## src/rtl/tlwsb_pkg.sv

```systemverilog
// Shared types and constants of the greedy line wrap span builder.
// Used by text_line_wrap_span_builder and tlwsb_checker; no dependencies.
package tlwsb_pkg;

    localparam int unsigned TEXT_CAPACITY_DEF = 98304;
    localparam int unsigned SPAN_LIMIT_DEF    = 8192;

    localparam int unsigned POS_W    = 17;
    localparam int unsigned LEN_W    = 10;
    localparam int unsigned STYLE_W  = 4;
    localparam int unsigned LINK_W   = 8;
    localparam int unsigned X_W      = 12;
    localparam int unsigned Y_W      = 21;
    localparam int unsigned CHAR_W   = 8;

    localparam int unsigned S_DATA_W = 24;
    localparam int unsigned M_DATA_W = 96;
    localparam int unsigned M_USED_W = POS_W + LEN_W + STYLE_W + LINK_W + X_W + Y_W + Y_W;

    localparam logic [X_W-1:0]    GLYPH_W      = X_W'(8);
    localparam logic [Y_W-1:0]    LINE_H       = Y_W'(16);
    localparam logic [X_W-1:0]    LEFT_X       = X_W'(4);
    localparam logic [X_W-1:0]    MIN_WIDTH    = X_W'(48);
    localparam logic [X_W-1:0]    RIGHT_MARGIN = X_W'(8);
    localparam logic [X_W-1:0]    WIDTH_RESET  = X_W'(640);
    localparam logic [CHAR_W-1:0] CH_NEWLINE   = CHAR_W'(10);
    localparam logic [CHAR_W-1:0] CH_SPACE     = CHAR_W'(32);

    typedef enum logic
    {
        ACT_CHAR   = 1'b0,
        ACT_FINISH = 1'b1
    } action_t;

    typedef enum logic
    {
        KIND_SPAN   = 1'b0,
        KIND_HEIGHT = 1'b1
    } kind_t;

    typedef struct packed
    {
        kind_t              kind;
        logic               last;
        logic [POS_W-1:0]   span_offset;
        logic [LEN_W-1:0]   span_length;
        logic [STYLE_W-1:0] span_style;
        logic [LINK_W-1:0]  span_link;
        logic [X_W-1:0]     span_x;
        logic [Y_W-1:0]     span_y;
        logic [Y_W-1:0]     height;
    } result_t;

endpackage

```

## src/rtl/text_line_wrap_span_builder.sv

```systemverilog
// Greedy fixed-width line wrap: turns a character stream into span records.
// Depends on tlwsb_pkg.
//
// Usage:
//   Slave channel s_*: one request per character or finish. s_tuser is the
//   action (0 character, 1 finish), s_tdata carries char_code, style, link_id.
//   Master channel m_*: span records (m_tuser 0) and height reports
//   (m_tuser 1); m_tlast marks the final result of one request.
//   cfg_we/cfg_wdata writes wrap_width and restarts the layout; write only
//   while the block is idle.
//   Results of a request are registered in the result queue on acceptance,
//   behind any earlier results. A character gives at most one result, so
//   characters flow one per cycle while s_tready is high; a finish gives
//   up to two results. The rate is set by the three-entry result queue:
//   s_tready is high while it holds at most one result, so a stalled receiver
//   stops intake after at most three waiting results, and nothing is lost.
//   Reset: queue empty, wrap_width 640, cursor at x 4, y 0, no pending span.
module text_line_wrap_span_builder #(
    parameter int unsigned TEXT_CAPACITY = tlwsb_pkg::TEXT_CAPACITY_DEF,
    parameter int unsigned SPAN_LIMIT    = tlwsb_pkg::SPAN_LIMIT_DEF
) (
    input  logic                          clk,
    input  logic                          rst_n,
    input  logic                          s_tvalid,
    output logic                          s_tready,
    input  logic [tlwsb_pkg::S_DATA_W-1:0] s_tdata,  // char_code, style, link_id
    input  logic                          s_tuser,  // action
    output logic                          m_tvalid,
    input  logic                          m_tready,
    // span_offset, span_length, span_style, span_link, span_x, span_y, height
    output logic [tlwsb_pkg::M_DATA_W-1:0] m_tdata,
    output logic                          m_tuser,  // kind
    output logic                          m_tlast,
    input  logic                          cfg_we,
    input  logic [tlwsb_pkg::X_W-1:0]      cfg_wdata
);

    localparam int unsigned POS_W  = tlwsb_pkg::POS_W;
    localparam int unsigned LEN_W  = tlwsb_pkg::LEN_W;
    localparam int unsigned ST_W   = tlwsb_pkg::STYLE_W;
    localparam int unsigned LK_W   = tlwsb_pkg::LINK_W;
    localparam int unsigned X_W    = tlwsb_pkg::X_W;
    localparam int unsigned Y_W    = tlwsb_pkg::Y_W;
    localparam int unsigned CH_W   = tlwsb_pkg::CHAR_W;
    localparam int unsigned SPAN_W = $clog2(SPAN_LIMIT + 1);
    localparam logic [POS_W-1:0]  TEXT_LAST = POS_W'(TEXT_CAPACITY - 1);
    localparam logic [SPAN_W-1:0] SPAN_MAX  = SPAN_W'(SPAN_LIMIT);

    logic [X_W-1:0]    width_reg;
    logic [POS_W-1:0]  pos_reg, pos_next;
    logic [X_W-1:0]    cur_x_reg, cur_x_next;
    logic [Y_W-1:0]    cur_y_reg, cur_y_next;
    logic [LEN_W-1:0]  pend_cnt_reg, pend_cnt_next;
    logic [POS_W-1:0]  pend_off_reg, pend_off_next;
    logic [ST_W-1:0]   pend_st_reg, pend_st_next;
    logic [LK_W-1:0]   pend_lk_reg, pend_lk_next;
    logic [X_W-1:0]    pend_x_reg, pend_x_next;
    logic [Y_W-1:0]    pend_y_reg, pend_y_next;
    logic [SPAN_W-1:0] spans_reg, spans_next;
    logic              stopped_reg, stopped_next;

    tlwsb_pkg::result_t q_reg [3];
    tlwsb_pkg::result_t q_next [3];
    logic [1:0]         count_reg, count_next;

    tlwsb_pkg::result_t res0, res1;
    logic [1:0]         push_n;

    logic               in_fire, out_fire;
    logic [CH_W-1:0]    in_char;
    logic [ST_W-1:0]    in_style;
    logic [LK_W-1:0]    in_link;
    logic [X_W-1:0]     width_sat;

    assign in_char  = s_tdata[CH_W-1:0];
    assign in_style = s_tdata[CH_W+ST_W-1:CH_W];
    assign in_link  = s_tdata[CH_W+ST_W+LK_W-1:CH_W+ST_W];

    assign s_tready = (count_reg <= 2'd1);
    assign in_fire  = s_tvalid && s_tready;
    assign m_tvalid = (count_reg != 2'd0);
    assign out_fire = m_tvalid && m_tready;

    assign m_tuser = q_reg[0].kind;
    assign m_tlast = q_reg[0].last;
    assign m_tdata = {(tlwsb_pkg::M_DATA_W - tlwsb_pkg::M_USED_W)'(0),
                      q_reg[0].height, q_reg[0].span_y, q_reg[0].span_x,
                      q_reg[0].span_link, q_reg[0].span_style,
                      q_reg[0].span_length, q_reg[0].span_offset};

    assign width_sat = (cfg_wdata < tlwsb_pkg::MIN_WIDTH) ? tlwsb_pkg::MIN_WIDTH : cfg_wdata;

    always_comb
    begin
        tlwsb_pkg::result_t span_res, hgt_res;
        logic               fl_any, fl_emit, fl_stop, do_flush;
        logic               active, is_nl, is_wrap, differ, skip;
        logic [X_W:0]       x_end;
        logic [X_W-1:0]     x_lim, x_base;
        logic [Y_W-1:0]     y_base;

        span_res             = '0;
        span_res.kind        = tlwsb_pkg::KIND_SPAN;
        span_res.span_offset = pend_off_reg;
        span_res.span_length = pend_cnt_reg;
        span_res.span_style  = pend_st_reg;
        span_res.span_link   = pend_lk_reg;
        span_res.span_x      = pend_x_reg;
        span_res.span_y      = pend_y_reg;

        hgt_res        = '0;
        hgt_res.kind   = tlwsb_pkg::KIND_HEIGHT;
        hgt_res.last   = 1'b1;
        hgt_res.height = cur_y_reg + tlwsb_pkg::LINE_H;

        fl_any  = (pend_cnt_reg != '0) && !stopped_reg;
        fl_emit = fl_any && (spans_reg < SPAN_MAX);
        fl_stop = fl_any && !(spans_reg < SPAN_MAX);

        active  = !stopped_reg && (pos_reg < TEXT_LAST);
        is_nl   = (in_char == tlwsb_pkg::CH_NEWLINE);
        x_end   = {1'b0, cur_x_reg} + {1'b0, tlwsb_pkg::GLYPH_W};
        x_lim   = width_reg - tlwsb_pkg::RIGHT_MARGIN;
        is_wrap = !is_nl && (x_end > {1'b0, x_lim});
        differ  = (pend_st_reg != in_style) || (pend_lk_reg != in_link)
                  || (pend_y_reg != cur_y_reg);
        skip    = is_nl || (is_wrap && (in_char == tlwsb_pkg::CH_SPACE));

        pos_next      = pos_reg;
        cur_x_next    = cur_x_reg;
        cur_y_next    = cur_y_reg;
        pend_cnt_next = pend_cnt_reg;
        pend_off_next = pend_off_reg;
        pend_st_next  = pend_st_reg;
        pend_lk_next  = pend_lk_reg;
        pend_x_next   = pend_x_reg;
        pend_y_next   = pend_y_reg;
        spans_next    = spans_reg;
        stopped_next  = stopped_reg;
        res0          = span_res;
        res1          = hgt_res;
        push_n        = 2'd0;
        x_base        = cur_x_reg;
        y_base        = cur_y_reg;
        do_flush      = 1'b0;

        if (tlwsb_pkg::action_t'(s_tuser) == tlwsb_pkg::ACT_FINISH)
        begin
            pend_cnt_next = '0;
            spans_next    = spans_reg + SPAN_W'(fl_emit);
            stopped_next  = stopped_reg || fl_stop;
            if (fl_emit)
            begin
                push_n = 2'd2;
            end
            else
            begin
                res0   = hgt_res;
                push_n = 2'd1;
            end
        end
        else if (active)
        begin
            if (is_nl || is_wrap)
            begin
                do_flush   = 1'b1;
                x_base     = tlwsb_pkg::LEFT_X;
                y_base     = cur_y_reg + tlwsb_pkg::LINE_H;
                pend_cnt_next = '0;
            end
            else if (pend_cnt_reg != '0 && differ)
            begin
                do_flush = 1'b1;
            end

            cur_x_next = x_base;
            cur_y_next = y_base;
            pos_next   = pos_reg + POS_W'(1);

            if (!skip)
            begin
                if (do_flush || pend_cnt_reg == '0)
                begin
                    pend_off_next = pos_reg;
                    pend_st_next  = in_style;
                    pend_lk_next  = in_link;
                    pend_x_next   = x_base;
                    pend_y_next   = y_base;
                    pend_cnt_next = LEN_W'(1);
                end
                else
                begin
                    pend_cnt_next = pend_cnt_reg + LEN_W'(1);
                end
                cur_x_next = x_base + tlwsb_pkg::GLYPH_W;
            end

            if (do_flush)
            begin
                spans_next   = spans_reg + SPAN_W'(fl_emit);
                stopped_next = stopped_reg || fl_stop;
                res0.last    = 1'b1;
                push_n       = fl_emit ? 2'd1 : 2'd0;
            end
        end
    end

    always_comb
    begin
        logic [1:0] base;

        base = count_reg - 2'(out_fire);
        for (int i = 0; i < 3; i++)
        begin
            q_next[i] = (out_fire && i < 2) ? q_reg[(i < 2) ? i + 1 : i] : q_reg[i];
        end
        if (in_fire && push_n != 2'd0)
        begin
            q_next[base] = res0;
            if (push_n == 2'd2)
            begin
                q_next[2'(base + 2'd1)] = res1;
            end
        end
        count_next = base + (in_fire ? push_n : 2'd0);
    end

    always_ff @(posedge clk)
    begin
        q_reg <= q_next;
    end

    always_ff @(posedge clk or negedge rst_n)
    begin
        if (!rst_n)
        begin
            count_reg <= 2'd0;
        end
        else
        begin
            count_reg <= count_next;
        end
    end

    always_ff @(posedge clk or negedge rst_n)
    begin
        if (!rst_n)
        begin
            width_reg    <= tlwsb_pkg::WIDTH_RESET;
            pos_reg      <= '0;
            cur_x_reg    <= tlwsb_pkg::LEFT_X;
            cur_y_reg    <= '0;
            pend_cnt_reg <= '0;
            pend_off_reg <= '0;
            pend_st_reg  <= '0;
            pend_lk_reg  <= '0;
            pend_x_reg   <= tlwsb_pkg::LEFT_X;
            pend_y_reg   <= '0;
            spans_reg    <= '0;
            stopped_reg  <= 1'b0;
        end
        else if (cfg_we)
        begin
            width_reg    <= width_sat;
            pos_reg      <= '0;
            cur_x_reg    <= tlwsb_pkg::LEFT_X;
            cur_y_reg    <= '0;
            pend_cnt_reg <= '0;
            pend_off_reg <= '0;
            pend_st_reg  <= '0;
            pend_lk_reg  <= '0;
            pend_x_reg   <= tlwsb_pkg::LEFT_X;
            pend_y_reg   <= '0;
            spans_reg    <= '0;
            stopped_reg  <= 1'b0;
        end
        else if (in_fire)
        begin
            pos_reg      <= pos_next;
            cur_x_reg    <= cur_x_next;
            cur_y_reg    <= cur_y_next;
            pend_cnt_reg <= pend_cnt_next;
            pend_off_reg <= pend_off_next;
            pend_st_reg  <= pend_st_next;
            pend_lk_reg  <= pend_lk_next;
            pend_x_reg   <= pend_x_next;
            pend_y_reg   <= pend_y_next;
            spans_reg    <= spans_next;
            stopped_reg  <= stopped_next;
        end
    end

endmodule

```

## config.mk

```make
export PLATFORM = sky130hd
export DESIGN_NAME = text_line_wrap_span_builder
export DESIGN_NICKNAME = d
export VERILOG_FILES = /design/src/rtl/tlwsb_pkg.sv /design/src/rtl/text_line_wrap_span_builder.sv
export SDC_FILE = /design/constraint.sdc
export NUM_CORES = 1
export LEC_CHECK = 0
export ABC_CLOCK_PERIOD_IN_PS = 15680
export BUFFER_PORTS_ARGS = -buffer_cell sky130_fd_sc_hd__clkbuf_2
export CAP_MARGIN = 30
export CORE_MARGIN = 2
export CORE_UTILIZATION = 43
export CTS_BUF_LIST = sky130_fd_sc_hd__clkbuf_16
export CTS_CLUSTER_DIAMETER = 200
export DETAILED_ROUTE_END_ITERATION = 8
export HOLD_SLACK_MARGIN = 0.12
export PLACE_DENSITY = 0.67
export SYNTH_ARGS = -nofsm -noshare
export SYNTH_HDL_FRONTEND = slang
export SYNTH_SLANG_ARGS = --single-unit
```

## constraint.sdc

```tcl
create_clock -name clk -period 15.68 [get_ports clk]
set_input_delay 0.784 -clock clk [delete_from_list [all_inputs] [get_ports clk]]
set_output_delay 0.784 -clock clk [all_outputs]
set_load 0.05 [all_outputs]
```

==> results of run 1 <==
-- critical path: cells and delay by family (launching register included) --
| kind | cells | cell delay [ns] |
|---|---|---|
| compound gates | 7 | 1.39 |
| xor+xnor | 1 | 0.21 |
| fa+ha+maj | 1 | 0.29 |
| buf+inv | 3 | 1.57 |
| flops | 1 | 0.54 |
| simple gates | 3 | 0.60 |
-- final timing paths --
check | from | depth (start not counted) | end
max reg2reg | cur_x_reg[5]$_DFFE_PN0P_ | 15 | q_reg[174]$_DFF_P_
min reg2reg | width_reg[0]$_DFFE_PN0P_ | 1 | width_reg[0]$_DFFE_PN0P_
min in group clk | cfg_wdata[2] | 3 | width_reg[2]$_DFFE_PN0P_
max in group asynchronous | rst_n | 3 | spans_reg[9]$_DFFE_PN0P_
min | rst_n | 1 | width_reg[6]$_DFFE_PN0P_
max | cur_x_reg[5]$_DFFE_PN0P_ | 15 | q_reg[174]$_DFF_P_
-- kinds of logic (layout without fill, tap and decap cells) --
kind of cell               count (synthesis)  count (layout)  share of synthesized area [%]
buffers and inverters                    336             287                           7.93
muxes                                    155             155                           7.08
xor gates and xnor gates                 121             121                           4.79
and+or+nand+nor                          590             590                           12.3
other                                      1               3                         0.0170
DFF                                      436             436                           47.2
adders and majority gates                 23              23                           1.30
AOI/OAI and AO/OA                        663             663                           19.4
-- routing by layer --
metal | GRT usage [%] | wire [um] | vias to the layer above
met2 | 35.2 | 27600 | 697
met4 | 10.1 | 2420 | 4
met1 | 30.0 | 26100 | 8716
met3 | 4.51 | 4710 | 112
met5 | 0 | 20 | -
li1 | - | - | 8191
-- power by group through the flow --
stage / clock [mW] / sequential (mW) / combinational, mW
after detailed placement: 0 / 1.78 / 1.82
after CTS: 1.05 / 1.76 / 1.83
after global placement: 0 / 1.77 / 1.78
final: 1.03 / 1.76 / 1.85
after global routing: 1.09 / 1.80 / 1.99
after floorplan: 0 / 1.71 / 1.60
-- per-stage QoR --
stage / hold WS [ns] / power (mW) / util (%) / area, sq um
after CTS: 0.129 / 4.64 / 46.7 / 23800
after global routing: 0.144 / 4.88 / 46.9 / 23900
final: 0.120 / 4.64 / 46.9 / 23900
after floorplan: 0.486 / 3.31 / - / 22100
after global placement: 0.514 / 3.54 / 43.8 / 22400
after detailed placement: 0.511 / 3.60 / 43.9 / 22400
-- layout by cell type, fill, tap and decap left out, types with 17 or more instances in the layout --
master and n:
xnor2_1 85, o21ai_0 82, inv_1 31, nand3_1 151
dfxtp_1 190, nand4_1 17, nand2_1 170, xor2_1 36
buf_4 35, edfxtp_1 95, a211oi_1 146, ha_1 23
clkbuf_2 132, o32ai_1 61, clkbuf_16 46, nor2_1 162
a21oi_1 289, mux2i_1 147, dfrtp_1 147
-- layout make-up --
class / instances / area [sq um] / share of cell area, %
Clock inverter: 40 / 260 / 1.09
Clock buffer: 46 / 1150 / 4.81
Multi-Input combinational cell: 1555 / 10000 / 41.9
Tap cell: 680 / 851 / 3.55
Sequential cell: 436 / 10400 / 43.6
Timing Repair Buffer: 176 / 1110 / 4.62
Inverter: 25 / 101 / 0.423
==> results by group, run 1 <==
Place
  – Post-placement cell count: between 2000 and 3000
  – PortBufs: around 130
  – Routability Congestion: 0.828
  – DP Wirelength: around 37000 um
  – Pre-CTS WS: 10.93 ns

Finish
  – Max reg flops: 190
  – Final cell count without fillers: between 2000 and 3000
  – Fin nets: 2305
  – Fillcell total: roughly 4800
  – Ant diodes: 0
  – Share of post-route cells with drive strength above 1: 13.3%
  – Area grow syn2layout: 8.31%

Critical path
  – Worst setup path category: flop to flop
  – R2R Setup Slk: between 10 and 15 ns
  – Crit end category: flop
  – Crit-path slowest cell: buf_4
  – Startpoint types: flop
  – CP peak stage delay: roughly 0.73 ns
  – Crit path DAT: approximately 5.2 ns
  – Crit path top cell by count: buf_4
  – Critical Path Fanout Max: 70
  – Worst Path Required: between 15 and 20 ns
  – Worst-path cell chain: and4_4 -> and3_4 -> nand2_1 -> xnor2_1 -> ha_1 -> a21o_1 -> a21oi_1 -> o211ai_1 -> o21a_1 -> buf_4 -> o311ai_4 -> buf_4 -> buf_4 -> a21oi_1 -> a211oi_1

Timing
  – Max-Slew Margin vs Limit: approximately 28%
  – Final setup vio count: 0
  – Worst slew pin tran: 1.08 ns
  – Fin crit period: roughly 4.7 ns
  – Max Slew Vio Count: 0
  – Final worst slack: 10.95 ns
  – Final hold vios: 0
  – Fin Setup TNS: 0 ns
  – Max Clk Rate: 211 MHz
  – RSZ-0062 raised after global routing: no
  – Tcrit/Tclk final: 30.2%
  – Clock skew: approximately 0.018 ns

Yosys
  – Most instantiated cells after synthesis: a21oi_1, dfxtp_1, nand2_1, nor2_1, nand3_1
  – Post-synth EDFFs: 95
  – Yosys top cell by area: dfxtp_1
  – Post-synth ARST share: about a third
  – Register area share after synthesis: 47.2%
  – Mapped Avg Cell Area: ~9.5 sq um
  – Synth Instances: around 2300
  – Synthesized flop and latch total: 436
  – Mapped Area: roughly 22000 sq um
  – Post-synth top area share: 17.2%
  – Most used DFF post-synth: dfxtp_1
  – Synth area leaders: dfxtp_1, dfrtp_1, edfxtp_1
  – Cell with the most instances after synthesis: a21oi_1
  – Synth Warn #: 0
  – Yosys cell types: 76

Routing
  – Vias post-DR: ~18000
  – First-pass DRT Iterations: 6
  – Antenna Nets Post-Route: 0
  – Routed WL: 60900 um
  – Via density: between 5 and 6
  – First DRT Iteration DRCs: approximately 1700
  – Final routed DRC violation total: 0
  – Avg WL per Cell: approximately 21 um

GRT
  – Total GRT Usage: about 22%
  – Overflow after GRT: 0
  – Initial antenna violation count: 2
  – First-pass GRT wire length: around 97000 um
  – Largest net degree at the start of global routing: 102
  – Vias in the first global route: about 17000

Run
  – Max cap viols: 0

Floorplanning
  – Rows: 83
  – I/O Pins: 142
  – Die Wd: 231 um
  – Die Height: around 230 um
  – Core Region: 51100 sq um
  – Starting density of the core: a little over two fifths
  – Die area: roughly 53000 sq um

Power and ir drop
  – Power per Cell Area: 194 nW/um^2
  – Clock power frac: 22.2%
  – Reg power frac: around 38%
  – Net switching power: roughly 1.9 mW
  – Sw Share: around two fifths
  – Leakage Power: 9.27 nW
  – Comb power frac: around two fifths
  – Internal Power: between 2 and 3 mW
  – Worst VDD drop: 0.183 mV

Clock network
  – Post-cts gate resize count: 0
  – CTS max path bufs: 3
  – TritonCTS buffer count: 46
  – Clock slew at reported path FFs: 0.06 ns
  – Worst skew pair latency: 0.57 ns
  – Clock sink total: approximately 440
  – Clock Tree Root: clkbuf_16
  – CTS tree: yes
  – Cts-stage hold buffer count: 0
  – Setup bufs post-CTS: 0
  – CTS H-tree lvls: 2

Outcome
  – Status: complete, no violations

Min path
  – HP Class: input pin to asynchronous set/reset pin
(Power assumes the default switching activity.)
==> run 2: changes to the inputs <==
--- a/config.mk
+++ b/config.mk
@@ -5,7 +5,7 @@
 export SDC_FILE = /design/constraint.sdc
 export NUM_CORES = 1
 export LEC_CHECK = 0
-export ABC_CLOCK_PERIOD_IN_PS = 15680
+export ABC_CLOCK_PERIOD_IN_PS = 4250
 export BUFFER_PORTS_ARGS = -buffer_cell sky130_fd_sc_hd__clkbuf_2
 export CAP_MARGIN = 30
 export CORE_MARGIN = 2
@@ -14,7 +14,7 @@
 export CTS_CLUSTER_DIAMETER = 200
 export DETAILED_ROUTE_END_ITERATION = 8
 export HOLD_SLACK_MARGIN = 0.12
-export PLACE_DENSITY = 0.67
+export PLACE_DENSITY = 0.69
 export SYNTH_ARGS = -nofsm -noshare
 export SYNTH_HDL_FRONTEND = slang
 export SYNTH_SLANG_ARGS = --single-unit
==> constraint.sdc (replaced) <==
create_clock -name clk -period 4.25 [get_ports clk]
set_input_delay 0.2125 -clock clk [delete_from_list [all_inputs] [get_ports clk]]
set_output_delay 0.2125 -clock clk [all_outputs]
set_load 0.05 [all_outputs]
==> run 2 against run 1 <==
Non-clock buffer count grew 41. Final cell count grew 1.3%. Utilization grew 0.88 points. Via count is essentially flat. Clock-buffer cell count grew 1. First-iteration DRC count grew 1.8%. Worst setup slack lost 11 ns. Register-to-register slack lost 11 ns. Flip-flop and latch count is the same. Critical path depth shrank 2.
==> results by group, run 2 (synthesized netlist as in run 1, its figures left out) <==
Finish
  – Post-Route Utilization: 47.8% (was 46.9%)
  – Max reg flops: 190 (unchanged)
  – Fillcell total: 4690 (was 4788)
  – Area grow syn2layout: 10.3% (was 8.31%)
  – Ant diodes: 0 (unchanged)
  – Fin nets: 2345 (was 2305)
  – Share of post-route cells with drive strength above 1: 13.2% (was 13.3%)
  – Commonest cells after routing, fill and taps aside: a21oi_1, dfxtp_1, nand2_1 (unchanged)
  – Commonest non-fill, non-tap cell in the layout: a21oi_1 (unchanged)

Critical path
  – R2R Setup Slk: 0.40 ns (was 10.95 ns)
  – Critical Path Fanout Max: 28 (was 70)
  – Worst setup path category: flop to flop (unchanged)
  – Crit path top cell by count: a21oi_1 (was buf_4)
  – CP peak stage delay: 0.54 ns (was 0.73 ns)
  – Crit-path slowest cell: o311ai_4 (was buf_4)
  – Crit end category: flop (unchanged)
  – Worst-path cell chain: and4_4 -> and3_4 -> nand2_1 -> xnor2_1 -> ha_1 -> a21o_1 -> a21oi_1 -> o211ai_1 -> o21a_2 -> o311ai_4 -> buf_4 -> a21oi_1 -> a211oi_1 (was and4_4 -> and3_4 -> nand2_1 -> xnor2_1 -> ha_1 -> a21o_1 -> a21oi_1 -> o211ai_1 -> o21a_1 -> buf_4 -> o311ai_4 -> buf_4 -> buf_4 -> a21oi_1 -> a211oi_1)
  – Startpoint types: flop (unchanged)
  – Worst Path Required: 4.70 ns (was 16.16 ns)
  – Crit path DAT: 4.30 ns (was 5.21 ns)

GRT
  – Largest net degree at the start of global routing: 176 (was 102)
  – First-pass GRT wire length: 97000 um (was 96800 um)
  – Overflow after GRT: 0 (unchanged)
  – Vias in the first global route: 17200 (was 17500)
  – Initial antenna violation count: 2 (unchanged)
  – Total GRT Usage: 22.5% (about the same)

Min path
  – HP Class: input pin to flop (was input pin to asynchronous set/reset pin)

Floorplanning
  – Starting density of the core: 43.3% (unchanged)
  – Die Wd: 231 um (unchanged)
  – Die Height: 231 um (unchanged)
  – Core Region: 51100 sq um (unchanged)
  – I/O Pins: 142 (unchanged)
  – Rows: 83 (unchanged)
  – Die area: 53300 sq um (unchanged)

Clock network
  – Clock slew at reported path FFs: 0.06 ns (about the same)
  – CTS H-tree lvls: 2 (unchanged)
  – CTS tree: yes (unchanged)
  – Setup bufs post-CTS: 0 (unchanged)
  – TritonCTS buffer count: 45 (was 46)
  – Clock sink total: 436 (unchanged)
  – Clock Tree Root: clkbuf_16 (unchanged)
  – CTS max path bufs: 3 (unchanged)
  – Worst skew pair latency: 0.57 ns (about the same)

Power and ir drop
  – Leakage Power: 9.51 nW (was 9.27 nW)
  – Worst VDD drop: 0.406 mV (was 0.183 mV)
  – Power per Cell Area: 705 nW/um^2 (was 194 nW/um^2)

Timing
  – Fin crit period: 3.85 ns (was 4.73 ns)
  – Max Slew Vio Count: 0 (unchanged)
  – Max-Slew Margin vs Limit: 33.1% (was 27.8%)
  – Final hold vios: 0 (unchanged)
  – Fin Setup TNS: 0 ns (unchanged)
  – Worst slew pin tran: 1.00 ns (was 1.08 ns)
  – Clock skew: 0.0213 ns (was 0.0184 ns)
  – Tcrit/Tclk final: 90.5% (was 30.2%)
  – Max Clk Rate: 260 MHz (was 211 MHz)
  – Final setup vio count: 0 (unchanged)
  – RSZ-0062 raised after global routing: no (unchanged)

Run
  – Max cap viols: 0 (unchanged)

Place
  – Routability Congestion: 0.841 (was 0.828)
  – PortBufs: 134 (unchanged)
  – DP Wirelength: 37900 um (was 36900 um)

Routing
  – Vias post-DR: 17700 (about the same)
  – First-pass DRT Iterations: 6 (unchanged)
  – Via density: 5.91 (was 5.99)
  – First DRT Iteration DRCs: 1684 (was 1655)
  – Antenna Nets Post-Route: 0 (unchanged)
  – Routed WL: 60900 um (about the same)
  – Avg WL per Cell: 20.3 um (was 20.6 um)
  – Final routed DRC violation total: 0 (unchanged)

Outcome
  – Status: complete, no violations (unchanged)
-- run 2: cell count changes in the layout (fill, tap and decap cells not counted), sizes merged --
cell,change
clkbuf,+1
clkinvlp,-1
clkinv,-10
dlygate4sd3,+29
inv,+8
buf,+12
-- run 2: final timing paths --
kind	cells past startpoint	from	end
worst max-delay path	13	cur_x_reg[6]$_DFFE_PN0P_	m_tdata[49]$_DFF_P_
worst min-delay path	2	cfg_we	pos_reg[15]$_DFFE_PN0P_
worst max register to register	13	cur_x_reg[6]$_DFFE_PN0P_	m_tdata[49]$_DFF_P_
worst min register to register	1	width_reg[0]$_DFFE_PN0P_	width_reg[0]$_DFFE_PN0P_
max in group asynchronous	5	rst_n	pend_y_reg[13]$_DFFE_PN0P_
min in group asynchronous	3	rst_n	width_reg[6]$_DFFE_PN0P_
-- run 2: area by class of cell --
cell class / count / area (sq um) / share of cell area, %
clock buffers: 47 / 1180 / 4.82
clock inverters: 37 / 224 / 0.918
inverters: 25 / 101 / 0.415
multi-input cells: 1555 / 10000 / 41.1
flip-flops and latches: 436 / 10400 / 42.8
well taps: 680 / 851 / 3.49
repair buffers: 217 / 1570 / 6.44
-- run 2: per-stage QoR --
stage / instances / setup slack, ns / hold WS, ns / instance area, sq um / total power, mW
3_5_place_dp: 2883 / 0.300 / 0.380 / 22700 / 13.4
4_1_cts: 2995 / 0.299 / 0.137 / 24400 / 17.2
3_3_place_gp: 2883 / 0.401 / 0.370 / 22700 / 13.2
2_1_floorplan: 2327 / 0.0137 / -0.0831 / 22100 / 12.2
5_1_grt: 2997 / 0.108 / 0.169 / 24400 / 18.0
6_report: 2997 / 0.403 / 0.158 / 24400 / 17.2
-- run 2: report_power, final --
group          internal, mW  switching (mW)
clock network          2.12            1.65
logic                  2.25            4.67
registers              5.72           0.790
-- run 2: routing by layer --
layer / GRT usage [%] / up-vias / share of wire, % / wire length [um]
met1: 30.9 / 8692 / 44 / 26500
met2: 36.9 / 646 / 48 / 28900
li1: - / 8273 / - / -
met4: 6.59 / 4 / 2.3 / 1420
met5: 0 / - / 0.036 / 22
met3: 3.24 / 98 / 6.5 / 3940
-- run 2: critical path: cells and delay by family, from the launching register on --
| family | cells | cell delay, ns |
|---|---|---|
| AND/OR/NAND/NOR | 3 | 0.59 |
| XOR/XNOR | 1 | 0.22 |
| flip-flops | 1 | 0.47 |
| buffers and inverters | 1 | 0.40 |
| adder cells (fa/ha/maj) | 1 | 0.29 |
| AO/OA/AOI/OAI | 7 | 1.74 |
-- run 2: timing repair --
item	in CTS	in global routing
endpoints found under the hold margin	119	6
gates resized for setup	0	1
hold buffers	28	1
setup endpoints to repair	0	9
==> run 3: changes to the inputs <==
--- a/config.mk
+++ b/config.mk
@@ -15,6 +15,7 @@
 export DETAILED_ROUTE_END_ITERATION = 8
 export HOLD_SLACK_MARGIN = 0.12
 export PLACE_DENSITY = 0.69
+export SETUP_SLACK_MARGIN = 0.5
 export SYNTH_ARGS = -nofsm -noshare
 export SYNTH_HDL_FRONTEND = slang
 export SYNTH_SLANG_ARGS = --single-unit
==> run 3 against run 2 <==
Worst setup slack improved by 0.22 ns. Wire length is 5.8% higher. Hold slack better by 0.039 ns. Total power is 1.2% higher. Largest cell class unchanged. Critical path type unchanged. Combinational power is 3.8% higher. Non-clock buffer count up 16. Clock skew up 0.0040 ns.
==> results by group, run 3 (synthesized netlist as in run 1, its figures left out) <==
GRT
  – Vias in the first global route: 17500 (was 17200)
  – Overflow after GRT: 0 (unchanged)
  – Initial antenna violation count: 2 (unchanged)
  – Largest net degree at the start of global routing: 138 (was 176)
  – Total GRT Usage: 23.0% (was 22.5%)
  – First-pass GRT wire length: 98800 um (was 97000 um)

Critical path
  – Worst-path cell chain: and4_4 -> and3_4 -> nand2_2 -> xnor2_2 -> ha_1 -> a21o_1 -> a21oi_2 -> o211ai_1 -> o21a_2 -> buf_12 -> nor3_4 -> o21a_1 -> nor2_4 -> buf_12 -> clkbuf_16 (was and4_4 -> and3_4 -> nand2_1 -> xnor2_1 -> ha_1 -> a21o_1 -> a21oi_1 -> o211ai_1 -> o21a_2 -> o311ai_4 -> buf_4 -> a21oi_1 -> a211oi_1)
  – Worst setup path category: flop to flop (unchanged)
  – Crit-path slowest cell: dfrtp_2 (was o311ai_4)
  – Buf/Inv on CP: 3 (was 1)
  – CP peak stage delay: 0.43 ns (was 0.54 ns)
  – Crit path top cell by count: buf_12 (was a21oi_1)
  – Worst Path Required: 4.53 ns (was 4.70 ns)
  – Critical Path Fanout Max: 23 (was 28)
  – Cell family contributing the most delay on the critical path: compound AO/OA/AOI/OAI gates (unchanged)
  – Startpoint types: flop (unchanged)
  – Crit end category: flop (unchanged)
  – Crit path DAT: 3.91 ns (was 4.30 ns)

Clock network
  – Clock slew at reported path FFs: 0.06 ns (about the same)
  – CTS tree: yes (unchanged)
  – CTS H-tree lvls: 2 (unchanged)
  – Worst skew pair latency: 0.56 ns (was 0.57 ns)
  – Clock sink total: 436 (unchanged)
  – Clock Tree Root: clkbuf_16 (unchanged)
  – CTS max path bufs: 3 (unchanged)
  – TritonCTS buffer count: 45 (unchanged)

Place
  – Routability Congestion: 0.864 (was 0.841)
  – DP Wirelength: 38300 um (was 37900 um)
  – Pre-CTS WS: 0.414 ns (was 0.300 ns)
  – Post-placement cell count: 2880 (was 2883)
  – PortBufs: 134 (unchanged)

Floorplanning
  – Die Height: 231 um (unchanged)
  – Core Region: 51100 sq um (unchanged)
  – Rows: 83 (unchanged)
  – Starting density of the core: 43.3% (unchanged)
  – Die Wd: 231 um (unchanged)
  – I/O Pins: 142 (unchanged)
  – Die area: 53300 sq um (unchanged)

Timing
  – Max Slew Vio Count: 0 (unchanged)
  – Final hold vios: 0 (unchanged)
  – Fin crit period: 3.63 ns (was 3.85 ns)
  – Final worst slack: 0.623 ns (was 0.403 ns)
  – Fin Setup TNS: 0 ns (unchanged)
  – Worst slew pin tran: 1.06 ns (was 1.00 ns)
  – Max-Slew Margin vs Limit: 29.0% (was 33.1%)
  – Clock skew: 0.0253 ns (was 0.0213 ns)
  – Max Clk Rate: 276 MHz (was 260 MHz)
  – Tcrit/Tclk final: 85.3% (was 90.5%)
  – Final setup vio count: 0 (unchanged)
  – RSZ-0062 raised after global routing: no (unchanged)

Routing
  – Final routed DRC violation total: 0 (unchanged)
  – Antenna Nets Post-Route: 0 (unchanged)
  – Vias post-DR: 18100 (was 17700)
  – First DRT Iteration DRCs: 1792 (was 1684)
  – First-pass DRT Iterations: 5 (was 6)
  – Avg WL per Cell: 21.4 um (was 20.3 um)
  – Routed WL: 64400 um (was 60900 um)
  – Via density: 6.01 (was 5.91)

Finish
  – Ant diodes: 0 (unchanged)
  – Max reg flops: 190 (unchanged)
  – Fin nets: 2361 (was 2345)
  – Area grow syn2layout: 12.3% (was 10.3%)
  – Commonest cells after routing, fill and taps aside: a21oi_1, dfxtp_1, nand2_1 (unchanged)
  – Final cell count without fillers: 3012 (was 2997)
  – Post-Route Utilization: 48.6% (was 47.8%)
  – Share of post-route cells with drive strength above 1: 14.2% (was 13.2%)
  – Commonest non-fill, non-tap cell in the layout: a21oi_1 (unchanged)

Power and ir drop
  – Worst VDD drop: 0.393 mV (was 0.406 mV)
  – Power per Cell Area: 702 nW/um^2 (was 705 nW/um^2)
  – Leakage Power: 9.71 nW (was 9.51 nW)

Min path
  – HP Class: input pin to flop (unchanged)

Run
  – Max cap viols: 0 (unchanged)

Outcome
  – Status: complete, no violations (unchanged)
==> run 3: metal layers <==
| layer | up-vias | GRT usage (%) | share of wire (%) | wire [um] |
|---|---|---|---|---|
| met5 | - | 0 | 0.025 | 16 |
| met1 | 8946 | 30.8 | 42 | 27200 |
| li1 | 8299 | - | - | - |
| met2 | 748 | 37.0 | 47 | 30200 |
| met3 | 115 | 4.29 | 7.6 | 4910 |
| met4 | 4 | 8.35 | 3.2 | 2030 |
==> run 3: area by class of cell <==
type / instances / area [sq um]
Clock buffer: 46 / 1150
Multi-Input combinational cell: 1555 / 10100
Timing Repair Buffer: 233 / 1970
Sequential cell: 436 / 10400
Inverter: 25 / 101
Clock inverter: 37 / 211
Tap cell: 680 / 851
Fill cell: 4611 / 26300
==> run 3: timing repair <==
action / in CTS / in global routing
hold buffers: 28 / 0
setup buffers: 3 / 7
gates resized for setup: 2 / 21
pin swaps: 2 / 3
endpoints found under the setup margin: 84 / 263
hold endpoints to repair: 113 / 0
gates cloned: 3 / 7
==> run 3: path summary, 6_finish.rpt <==
kind,start,to,slack [ns],cells after the start
max,cur_x_reg[6]$_DFFE_PN0P_,q_reg[35]$_DFFE_PP_,0.62,15
min,s_tuser,count_reg[1]$_DFF_PN0_,0.20,3
max reg2reg,cur_x_reg[6]$_DFFE_PN0P_,q_reg[35]$_DFFE_PP_,0.62,15
min reg2reg,q_reg[102]$_DFF_P_,q_reg[102]$_DFF_P_,0.53,2
max in group asynchronous,rst_n,pend_y_reg[12]$_DFFE_PN0P_,3.27,4
min in group asynchronous,rst_n,width_reg[10]$_DFFE_PN0P_,0.23,3
==> run 3: power breakdown <==
part | switching [mW] | internal, mW | total [mW]
sequential | 0.800 | 5.71 | 6.52
clock | 1.64 | 2.07 | 3.71
combinational | 4.80 | 2.39 | 7.19
total | 7.24 | 10.2 | 17.4
==> run 3: worst register-to-register path, cell delays in order (launching register included) <==
cell	delay (ns)
dfrtp_2	0.43
and4_4	0.27
and3_4	0.23
nand2_2	0.08
xnor2_2	0.15
ha_1	0.31
a21o_1	0.17
a21oi_2	0.17
o211ai_1	0.15
o21a_2	0.29
buf_12	0.18
nor3_4	0.26
o21a_1	0.22
nor2_4	0.08
buf_12	0.17
clkbuf_16	0.19
==> run 3: stage by stage <==
| step | instance area (sq um) | power, mW | hold WS [ns] |
|---|---|---|---|
| floorplan | 22100 | 12.2 | -0.0831 |
| detailed placement | 22700 | 13.4 | 0.373 |
| CTS | 24500 | 17.3 | 0.165 |
| global route | 24800 | 18.2 | 0.219 |
| global placement | 22700 | 13.2 | 0.361 |
| finish | 24800 | 17.4 | 0.197 |
